**config.mk**
```make
export PLATFORM = sky130hd
export DESIGN_NAME = pitch_index_decode
export DESIGN_NICKNAME = d
export VERILOG_FILES = /design/src/rtl/pid_pkg.sv /design/src/rtl/pitch_index_decode.sv
export SDC_FILE = /design/constraint.sdc
export NUM_CORES = 1
export LEC_CHECK = 0
export ABC_CLOCK_PERIOD_IN_PS = 28500
export BUFFER_PORTS_ARGS = -buffer_cell sky130_fd_sc_hd__buf_2
export CAP_MARGIN = 10
export CELL_PAD_IN_SITES_DETAIL_PLACEMENT = 1
export CELL_PAD_IN_SITES_GLOBAL_PLACEMENT = 2
export CORE_ASPECT_RATIO = 1.75
export CORE_MARGIN = 10
export CORE_UTILIZATION = 45
export DETAILED_ROUTE_END_ITERATION = 12
export PLACE_DENSITY_LB_ADDON = 0.05
export SLEW_MARGIN = 20
export SYNTH_ARGS = -nofsm -noshare
export SYNTH_HDL_FRONTEND = slang
export SYNTH_SLANG_ARGS = --single-unit
```
**constraint.sdc**
```tcl
create_clock -name clk -period 28.5 [get_ports clk]
set_clock_uncertainty 0.2 [all_clocks]
set_input_delay 4.275 -clock clk [delete_from_list [all_inputs] [get_ports clk]]
set_output_delay 4.275 -clock clk [all_outputs]
set_load 0.01 [all_outputs]
```
**src/rtl/pid_pkg.sv**
```systemverilog
`timescale 1ns / 1ps
// ----------------------------------------------------------------------------
// pid_pkg: shared definitions for the pitch index decoder
// Field widths, fixed-point constants of the pitch law, the 2^x polynomial
// coefficients and the harmonic count limits.
// ----------------------------------------------------------------------------
package pid_pkg;

  localparam int INDEX_BITS_DEFAULT = 7;

  // Output field widths.
  localparam int PITCH_W = 15;
  localparam int HARM_W  = 6;

  // Serial datapath widths.
  localparam int Q_W     = 14;  // quotient of the log-pitch division
  localparam int MPLR_W  = 14;  // multiplier shift register, radix-4 digits
  localparam int MCAND_W = 15;
  localparam int ACC_W   = 28;
  localparam int MAG_W   = 15;
  localparam int FRAC_W  = 16;
  localparam int CNT_W   = 4;
  localparam int EXP_W   = 5;
  localparam int RAW_W   = 7;   // harmonic count before clamping

  // Step counts of the serial passes.
  localparam int POLY_DIGITS = 7;
  localparam int CHK_DIGITS  = 4;
  localparam int L_BITS      = 6;
  localparam int N_BITS      = 7;

  // Log-pitch law.
  localparam int PITCH_STEP = 'h2A52;
  localparam int PITCH_DIV  = 'h3C;
  localparam logic [MAG_W-1:0] PITCH_OFFSET = 15'h44FD;

  // 2^x evaluation.
  localparam logic [MAG_W-1:0]   ONE_Q12   = 15'h1000;
  localparam logic [ACC_W-1:0]   ROUND_Q12 = 28'h0000FFF;
  localparam logic [MCAND_W-1:0] POLY_LEAD = 15'h013B;
  localparam logic [EXP_W-1:0]   EXP_BIAS  = 5'd4;
  localparam logic [FRAC_W-1:0]  FRAC_FLIP = 16'h8000;

  // Fundamental limits (Q19).
  localparam logic [PITCH_W-1:0] PITCH_MIN = 15'h1079;
  localparam logic [PITCH_W-1:0] PITCH_MAX = 15'h6BCA;

  // Harmonic count.
  localparam int HARM_NUM = 'h3B39C;
  localparam int NYQ_NUM  = 'h80000;
  localparam logic [ACC_W-1:0]  NYQ_LIMIT = 28'h007FFFF;
  localparam logic [HARM_W-1:0] HARM_MIN  = 6'd9;
  localparam logic [HARM_W-1:0] HARM_MAX  = 6'h38;

  // Constant added after each Horner product, by step.
  function automatic logic [FRAC_W-1:0] poly_coef(input logic [1:0] step);
    logic [FRAC_W-1:0] c;
    case (step)
      2'd0:    c = 16'h071B;
      2'd1:    c = 16'h1EC0;
      2'd2:    c = 16'h58B9;
      default: c = '0;
    endcase
    return c;
  endfunction

  function automatic logic [HARM_W-1:0] harm_clamp(input logic [RAW_W-1:0] l);
    logic [HARM_W-1:0] r;
    if (l >= RAW_W'(HARM_MAX)) begin
      r = HARM_MAX;
    end else if (l < RAW_W'(HARM_MIN)) begin
      r = HARM_MIN;
    end else begin
      r = l[HARM_W-1:0];
    end
    return r;
  endfunction

endpackage

```
**src/rtl/pitch_index_decode.sv**
```systemverilog
`timescale 1ns / 1ps
// ----------------------------------------------------------------------------
// pitch_index_decode: pitch quantizer index to fundamental and harmonic count
// Digit-serial decoder: one shared radix-4 multiplier and one shared
// restoring divider, driven by a one-hot sequencer.
// ----------------------------------------------------------------------------
// Usage
//   Request channel: req_valid / req_stall with pitch_index. A word is taken
//   when req_valid is high and req_stall is low. req_stall is high while an
//   index is being decoded, so one index is in work at a time.
//   Response channel: rsp_valid / rsp_stall with pitch_q19 and
//   harmonic_total, held in an output register. The next index is accepted
//   while an earlier result still waits there.
//   An index goes through the serial passes in order: the index multiply,
//   a 14-bit quotient, the range-reduction steps, four 7-digit Horner
//   products and up to two short divisions for the harmonic count.
//   If the receiver stalls, the finished result stays in the sequencer until
//   the output register frees up; its word in the output register holds.
//   Reset (rst, synchronous) returns the sequencer to idle and drops rsp_valid.
// ----------------------------------------------------------------------------
module pitch_index_decode #(
  parameter int INDEX_BITS = pid_pkg::INDEX_BITS_DEFAULT
) (
  input  logic                         clk,
  input  logic                         rst,
  input  logic                         req_valid,
  output logic                         req_stall,
  input  logic [INDEX_BITS-1:0]        pitch_index,
  output logic                         rsp_valid,
  input  logic                         rsp_stall,
  output logic [pid_pkg::PITCH_W-1:0]  pitch_q19,
  output logic [pid_pkg::HARM_W-1:0]   harmonic_total
);

  localparam int DIV_W      = INDEX_BITS + 15;
  localparam int NUM_DIGITS = (INDEX_BITS + 2) / 2;
  localparam int NUM_MPLR_W = 2 * NUM_DIGITS;
  // Divisor of the log-pitch division, aligned to the top quotient bit.
  localparam logic [DIV_W-1:0] Q_DSR =
    DIV_W'(2 * pid_pkg::PITCH_DIV) << (INDEX_BITS - 6 + pid_pkg::Q_W - 1);

  typedef enum logic [9:0] {
    S_IDLE    = 10'b0000000001,
    S_MUL_NUM = 10'b0000000010,
    S_DIV_Q   = 10'b0000000100,
    S_REDUCE  = 10'b0000001000,
    S_POLY    = 10'b0000010000,
    S_SCALE   = 10'b0000100000,
    S_DIV_L   = 10'b0001000000,
    S_MUL_CHK = 10'b0010000000,
    S_DIV_N   = 10'b0100000000,
    S_DONE    = 10'b1000000000
  } state_t;

  state_t                          state;
  logic [pid_pkg::CNT_W-1:0]       cnt;
  logic [pid_pkg::MPLR_W-1:0]      mplr;
  logic [pid_pkg::MCAND_W-1:0]     mcand;
  logic [pid_pkg::ACC_W-1:0]       acc;
  logic [DIV_W-1:0]                rem;
  logic [DIV_W-1:0]                dsr;
  logic [pid_pkg::Q_W-1:0]         quo;
  logic [pid_pkg::MAG_W-1:0]       mag;
  logic [2:0]                      n;
  logic [1:0]                      pstep;
  logic [pid_pkg::FRAC_W-1:0]      frac;
  logic [pid_pkg::PITCH_W-1:0]     f0;
  logic [pid_pkg::RAW_W-1:0]       lraw;

  logic [pid_pkg::MCAND_W+1:0]     pp;
  logic [pid_pkg::ACC_W-1:0]       acc_next;
  logic [pid_pkg::ACC_W-1:0]       rounded;
  logic [pid_pkg::ACC_W-1:0]       neg_prod;
  logic [pid_pkg::FRAC_W-1:0]      poly_t;
  logic                            div_ge;
  logic [pid_pkg::Q_W-1:0]         quo_next;
  logic [pid_pkg::EXP_W-1:0]       shamt;
  logic signed [pid_pkg::FRAC_W-1:0] scaled;
  logic [pid_pkg::PITCH_W-1:0]     f0_next;
  logic [pid_pkg::RAW_W-1:0]       nyq_l;
  logic                            last;
  logic                            rsp_free;

  assign req_stall = (state != S_IDLE);
  assign rsp_free  = !rsp_valid || !rsp_stall;
  assign last      = (cnt == pid_pkg::CNT_W'(1));

  // Radix-4 multiply step, most significant digit first.
  always_comb begin
    case (mplr[pid_pkg::MPLR_W-1 -: 2])
      2'd0:    pp = '0;
      2'd1:    pp = (pid_pkg::MCAND_W+2)'(mcand);
      2'd2:    pp = (pid_pkg::MCAND_W+2)'({mcand, 1'b0});
      2'd3:    pp = (pid_pkg::MCAND_W+2)'(mcand) + (pid_pkg::MCAND_W+2)'({mcand, 1'b0});
      default: pp = '0;
    endcase
    acc_next = {acc[pid_pkg::ACC_W-3:0], 2'b00} + pid_pkg::ACC_W'(pp);
  end

  // The Horner argument is negative, so each product is carried as a
  // magnitude: floor(-p / 4096) is minus the rounded-up quotient.
  assign rounded  = acc_next + pid_pkg::ROUND_Q12;
  assign poly_t   = pid_pkg::poly_coef(pstep) - rounded[pid_pkg::ACC_W-1:12];
  assign neg_prod = -acc_next;

  assign div_ge   = (rem >= dsr);
  assign quo_next = {quo[pid_pkg::Q_W-2:0], div_ge};
  assign nyq_l    = (quo_next[pid_pkg::N_BITS-1:0] - pid_pkg::RAW_W'(1)) >> 1;

  // The exponent counts up from minus four; the shift takes it modulo 32.
  assign shamt  = pid_pkg::EXP_W'(n) - pid_pkg::EXP_BIAS;
  assign scaled = $signed(frac) >>> shamt;

  always_comb begin
    if (scaled < $signed(pid_pkg::FRAC_W'(pid_pkg::PITCH_MIN))) begin
      f0_next = pid_pkg::PITCH_MIN;
    end else if (scaled > $signed(pid_pkg::FRAC_W'(pid_pkg::PITCH_MAX))) begin
      f0_next = pid_pkg::PITCH_MAX;
    end else begin
      f0_next = scaled[pid_pkg::PITCH_W-1:0];
    end
  end

  always_ff @(posedge clk) begin
    if (rst) begin
      state     <= S_IDLE;
      rsp_valid <= 1'b0;
    end else begin
      // In S_DONE the output register is reloaded whenever it frees up.
      if (rsp_valid && !rsp_stall && state != S_DONE) begin
        rsp_valid <= 1'b0;
      end
      case (state)
        S_IDLE: begin
          if (req_valid) begin
            mplr  <= {NUM_MPLR_W'({pitch_index, 1'b1}),
                      (pid_pkg::MPLR_W - NUM_MPLR_W)'(0)};
            mcand <= pid_pkg::MCAND_W'(pid_pkg::PITCH_STEP);
            acc   <= '0;
            cnt   <= pid_pkg::CNT_W'(NUM_DIGITS);
            state <= S_MUL_NUM;
          end
        end
        S_MUL_NUM: begin
          acc  <= acc_next;
          mplr <= mplr << 2;
          if (last) begin
            rem   <= acc_next[DIV_W-1:0];
            dsr   <= Q_DSR;
            quo   <= '0;
            cnt   <= pid_pkg::CNT_W'(pid_pkg::Q_W);
            state <= S_DIV_Q;
          end else begin
            cnt <= cnt - 1'b1;
          end
        end
        S_DIV_Q: begin
          if (div_ge) begin
            rem <= rem - dsr;
          end
          dsr <= dsr >> 1;
          quo <= quo_next;
          cnt <= cnt - 1'b1;
          if (last) begin
            mag   <= pid_pkg::MAG_W'(quo_next) + pid_pkg::PITCH_OFFSET;
            n     <= '0;
            state <= S_REDUCE;
          end
        end
        S_REDUCE: begin
          // Fold the argument into [-1, 0) in Q12, one unit per cycle.
          if (mag > pid_pkg::ONE_Q12) begin
            mag <= mag - pid_pkg::ONE_Q12;
            n   <= n + 1'b1;
          end else begin
            mplr  <= {1'b0, mag[12:0]};
            mcand <= pid_pkg::POLY_LEAD;
            acc   <= '0;
            cnt   <= pid_pkg::CNT_W'(pid_pkg::POLY_DIGITS);
            pstep <= '0;
            state <= S_POLY;
          end
        end
        S_POLY: begin
          if (last) begin
            if (pstep == 2'd3) begin
              frac  <= neg_prod[pid_pkg::ACC_W-1:12] ^ pid_pkg::FRAC_FLIP;
              state <= S_SCALE;
            end else begin
              mplr  <= {1'b0, mag[12:0]};
              mcand <= poly_t[pid_pkg::MCAND_W-1:0];
              acc   <= '0;
              cnt   <= pid_pkg::CNT_W'(pid_pkg::POLY_DIGITS);
              pstep <= pstep + 1'b1;
            end
          end else begin
            acc  <= acc_next;
            mplr <= mplr << 2;
            cnt  <= cnt - 1'b1;
          end
        end
        S_SCALE: begin
          f0    <= f0_next;
          rem   <= DIV_W'(pid_pkg::HARM_NUM);
          dsr   <= DIV_W'(f0_next) << (pid_pkg::L_BITS - 1);
          quo   <= '0;
          cnt   <= pid_pkg::CNT_W'(pid_pkg::L_BITS);
          state <= S_DIV_L;
        end
        S_DIV_L: begin
          if (div_ge) begin
            rem <= rem - dsr;
          end
          dsr <= dsr >> 1;
          quo <= quo_next;
          if (last) begin
            lraw  <= {1'b0, quo_next[pid_pkg::L_BITS-1:0]};
            mplr  <= {1'b0, quo_next[pid_pkg::L_BITS-1:0], 1'b1, 6'b000000};
            mcand <= f0;
            acc   <= '0;
            cnt   <= pid_pkg::CNT_W'(pid_pkg::CHK_DIGITS);
            state <= S_MUL_CHK;
          end else begin
            cnt <= cnt - 1'b1;
          end
        end
        S_MUL_CHK: begin
          // Nyquist guard: the top harmonic must stay below half the rate.
          acc  <= acc_next;
          mplr <= mplr << 2;
          if (last) begin
            if (acc_next > pid_pkg::NYQ_LIMIT) begin
              rem   <= DIV_W'(pid_pkg::NYQ_NUM);
              dsr   <= DIV_W'(f0) << (pid_pkg::N_BITS - 1);
              quo   <= '0;
              cnt   <= pid_pkg::CNT_W'(pid_pkg::N_BITS);
              state <= S_DIV_N;
            end else begin
              state <= S_DONE;
            end
          end else begin
            cnt <= cnt - 1'b1;
          end
        end
        S_DIV_N: begin
          if (div_ge) begin
            rem <= rem - dsr;
          end
          dsr <= dsr >> 1;
          quo <= quo_next;
          cnt <= cnt - 1'b1;
          if (last) begin
            lraw  <= nyq_l;
            state <= S_DONE;
          end
        end
        S_DONE: begin
          if (rsp_free) begin
            pitch_q19      <= f0;
            harmonic_total <= pid_pkg::harm_clamp(lraw);
            rsp_valid      <= 1'b1;
            state          <= S_IDLE;
          end
        end
        default: begin
          state <= S_IDLE;
        end
      endcase
    end
  end

endmodule

```
==> impl_metrics.ini <==
[clock_tree]
cts_htree_levels = 1
cts_resized = 0
root_buffer = clkbuf_16
insertion_delay_ps = 530
cts_buffers = 22
clk_pin_slew_worst_paths_ps = 70
clockBufferDepth = 3
postCtsHoldBufs = 0
cts_setup_buffers = 0
cts_tree = yes
cts.sinks = 204

[power_and_ir_drop]
total_power_w = 0.00132
power_per_cell_area_nw_per_um2 = 89.5
p_int_w = 0.000766
p_seq_share_pct = 29.9
swShare_pct = 41.9
peakVddDrop_mv = 0.0493
combPwrFrac_pct = 48.5
p_sw_w = 0.000553
clockPowerShare_pct = 21.6
p_leak_nw = 5.72

[status]
status = finished, final reports clean

[routing]
drt_iter0_markers = 675
viasPerCell = 5.94
routed-via-count = 10600
wirelength_um = 43300
drt-pass1-iter-count = 5
drc = 0
post_drt_wl_per_cell_um = 24.3
postRouteAntennaNets = 0

[timing]
setup_viol = 0
slew_viol_final = 0
max_freq_mhz = 121
rsz0062_at_grt = false
tightest_slew_ps = 977
min_period_ps = 8280
maxSlewHeadroom_pct = 34.5
fin_ws_ps = 20220
min_period_over_period_pct = 29.0
hold_violations = 0
fin_tns_setup_ps = 0

[finish]
synthToLayoutAreaGrowth_pct = 10.6
layout_common_cells = edfxtp_1, nor2_1, nand2_1
final_common_cell = edfxtp_1
final_area_um2 = 14700
final_nets = 1477
diodes = 0
seq_area_um2 = 6020
fill_cells = 3284
drive_gt1_share_pct = 11.0
final_cells = 1783
multi_input_area_um2 = 6870

[synthesis]
synth_cell_types = 81
synth_edf_count = 193
synth_fp_nets = 1446
synth_cells = 1354
syn_avg_cell_area_um2 = 9.84
synth-main-ff-cell = edfxtp_1
synth-seq-cells = 204
syn_area_um2 = 13300
yosysSeqAreaShare_pct = 45.1
yosys_warnings = 0
async_reset_ff_share_pct = 0

[placed_design]
place_congestion = 0.863
io_buffers = 33
dpl_worst_slack_ps = 20430
dpl.hpwl_um = 32900
placed_cells = 1742
placed_cell_area_um2 = 14000

[floorplan]
core.rowCount = 83
die_h_um = 248
coreArea_um2 = 29300
die-area_um2 = 37200
die_w_um = 150
start_util_pct = 45.5
ios = 34

[global_routing]
grt-ovfl-total = 0
grt_usage_pct = 23.3
grt_pass1_wl_um = 66600
grt_pass1_vias = 11500
antenna_found_initial = 0
grt_max_degree = 49

[critical_path]
crit_path_end_kind = flop
path_class = flop to flop
path_buf_inv = 1
crit_fanout = 10
crit_slowest_cell = xor2_1
cp_slowest_stage_delay_ps = 710
crit_family = compound AO/OA/AOI/OAI gates
worstPathArrival_ps = 8350
crit_path_frequent_cell = o21ai_0
required_ps = 28570
worstSetupStartpointType = flop

[min_path]
worstHoldPathType = flop to flop

[run]
cap_viol_max_count = 0
worst paths after layout:
kind / to / cells after the start / slack, ps / start
max reg2reg: mcand[13] / 31 / 20220 / mcand[1]
min: rsp_valid / 2 / 310 / rsp_valid
max: mcand[13] / 31 / 20220 / mcand[1]
min reg2reg: rsp_valid / 2 / 310 / rsp_valid
layout make-up:
cell class	count	share of cell area, %
sequential	204	40.8
tap	382	3.24
multi-input combinational	1017	46.6
clock inverter	12	0.653
inverter	77	1.96
timing repair buffer	63	2.73
clock buffer	28	4.03
registers in the layout, summed over array words and instances (netlist names), 10 cells and up:
signal,cells
mplr,14
frac,16
mcand,15
f0,15
acc,26
quo,13
rem,22
dsr,21
pitch_q19,15
state,10
mag,15
power by group through the flow:
stage	clock network (W)	registers (W)	logic, W
floorplan	0	0.000395	0.000440
global placement	0	0.000401	0.000627
finish	0.000285	0.000395	0.000640
detailed placement	0	0.000402	0.000636
CTS	0.000290	0.000395	0.000640
global route	0.000300	0.000397	0.000701
worst reg2reg max path, delay by kind of cell (launching register included):
| kind | cells | cell delay [ps] |
|---|---|---|
| simple gates | 10 | 1990 |
| xor+xnor | 4 | 1180 |
| mux | 1 | 260 |
| buf+inv | 1 | 60 |
| fa+ha+maj | 4 | 1390 |
| compound gates | 11 | 2490 |
| flops | 1 | 460 |
logic make-up (layout without fill, tap and decap cells):
family                   count (synthesis)  count (layout)  synth area share (%)
AND/OR/NAND/NOR                        474             474                  17.7
AO/OA/AOI/OAI                          338             338                  16.6
adder cells (fa/ha/maj)                 81              81                  7.83
multiplexers                            24              24                  2.27
buffers and inverters                  133             180                  3.80
XOR/XNOR                               100             100                  6.63
flip-flops                             204             204                  45.1
per-layer routing:
metal	GRT usage, %	share of wire (%)	vias to the layer above
met3	2.21	2.8	84
met1	23.6	36	5291
met5	0	0	-
li1	-	-	5026
met2	45.2	56	190
met4	12.6	5.6	0
cells in the mapped netlist (all sizes together), types with 4 or more instances:
master	n	area share (%)
o31ai	7	0.39
or2	14	0.66
a21boi	9	0.51
a21oi	96	3.6
or3b	7	0.46
mux4	4	0.68
mux2	10	0.84
clkbuf	53	1.5
nand2b	12	0.56
ha	77	7.2
o22ai	10	0.47
a211o	5	0.33
a211oi	8	0.53
a21o	31	1.7
fa	4	0.60
o21ai	67	2.5
and3	7	0.33
xor2	45	3.0
a31oi	19	0.94
nor2	135	3.9
dfxtp	11	1.7
nand2	113	3.2
and2	26	1.2
nor4	13	0.61
nor3	39	1.5
o21bai	6	0.34
xnor2	55	3.6
a221oi	4	0.26
nor3b	12	0.68
a22o	16	1.1
inv	76	2.1
edfxtp	193	43
a222oi	12	0.90
o211ai	17	0.96
or3	16	0.79
nand3	34	1.3
nor2b	19	0.89
o21a	7	0.39
or4	5	0.31
mux2i	10	0.75
nand4	9	0.42
metrics by stage:
stage | hold slack, ps | util (%)
floorplan | 249 | -
global placement | 281 | 47.9
detailed placement | 287 | 47.9
CTS | 301 | 50.3
global route | 316 | 50.4
finish | 312 | 50.4
Power figures use the tool's default switching activity.
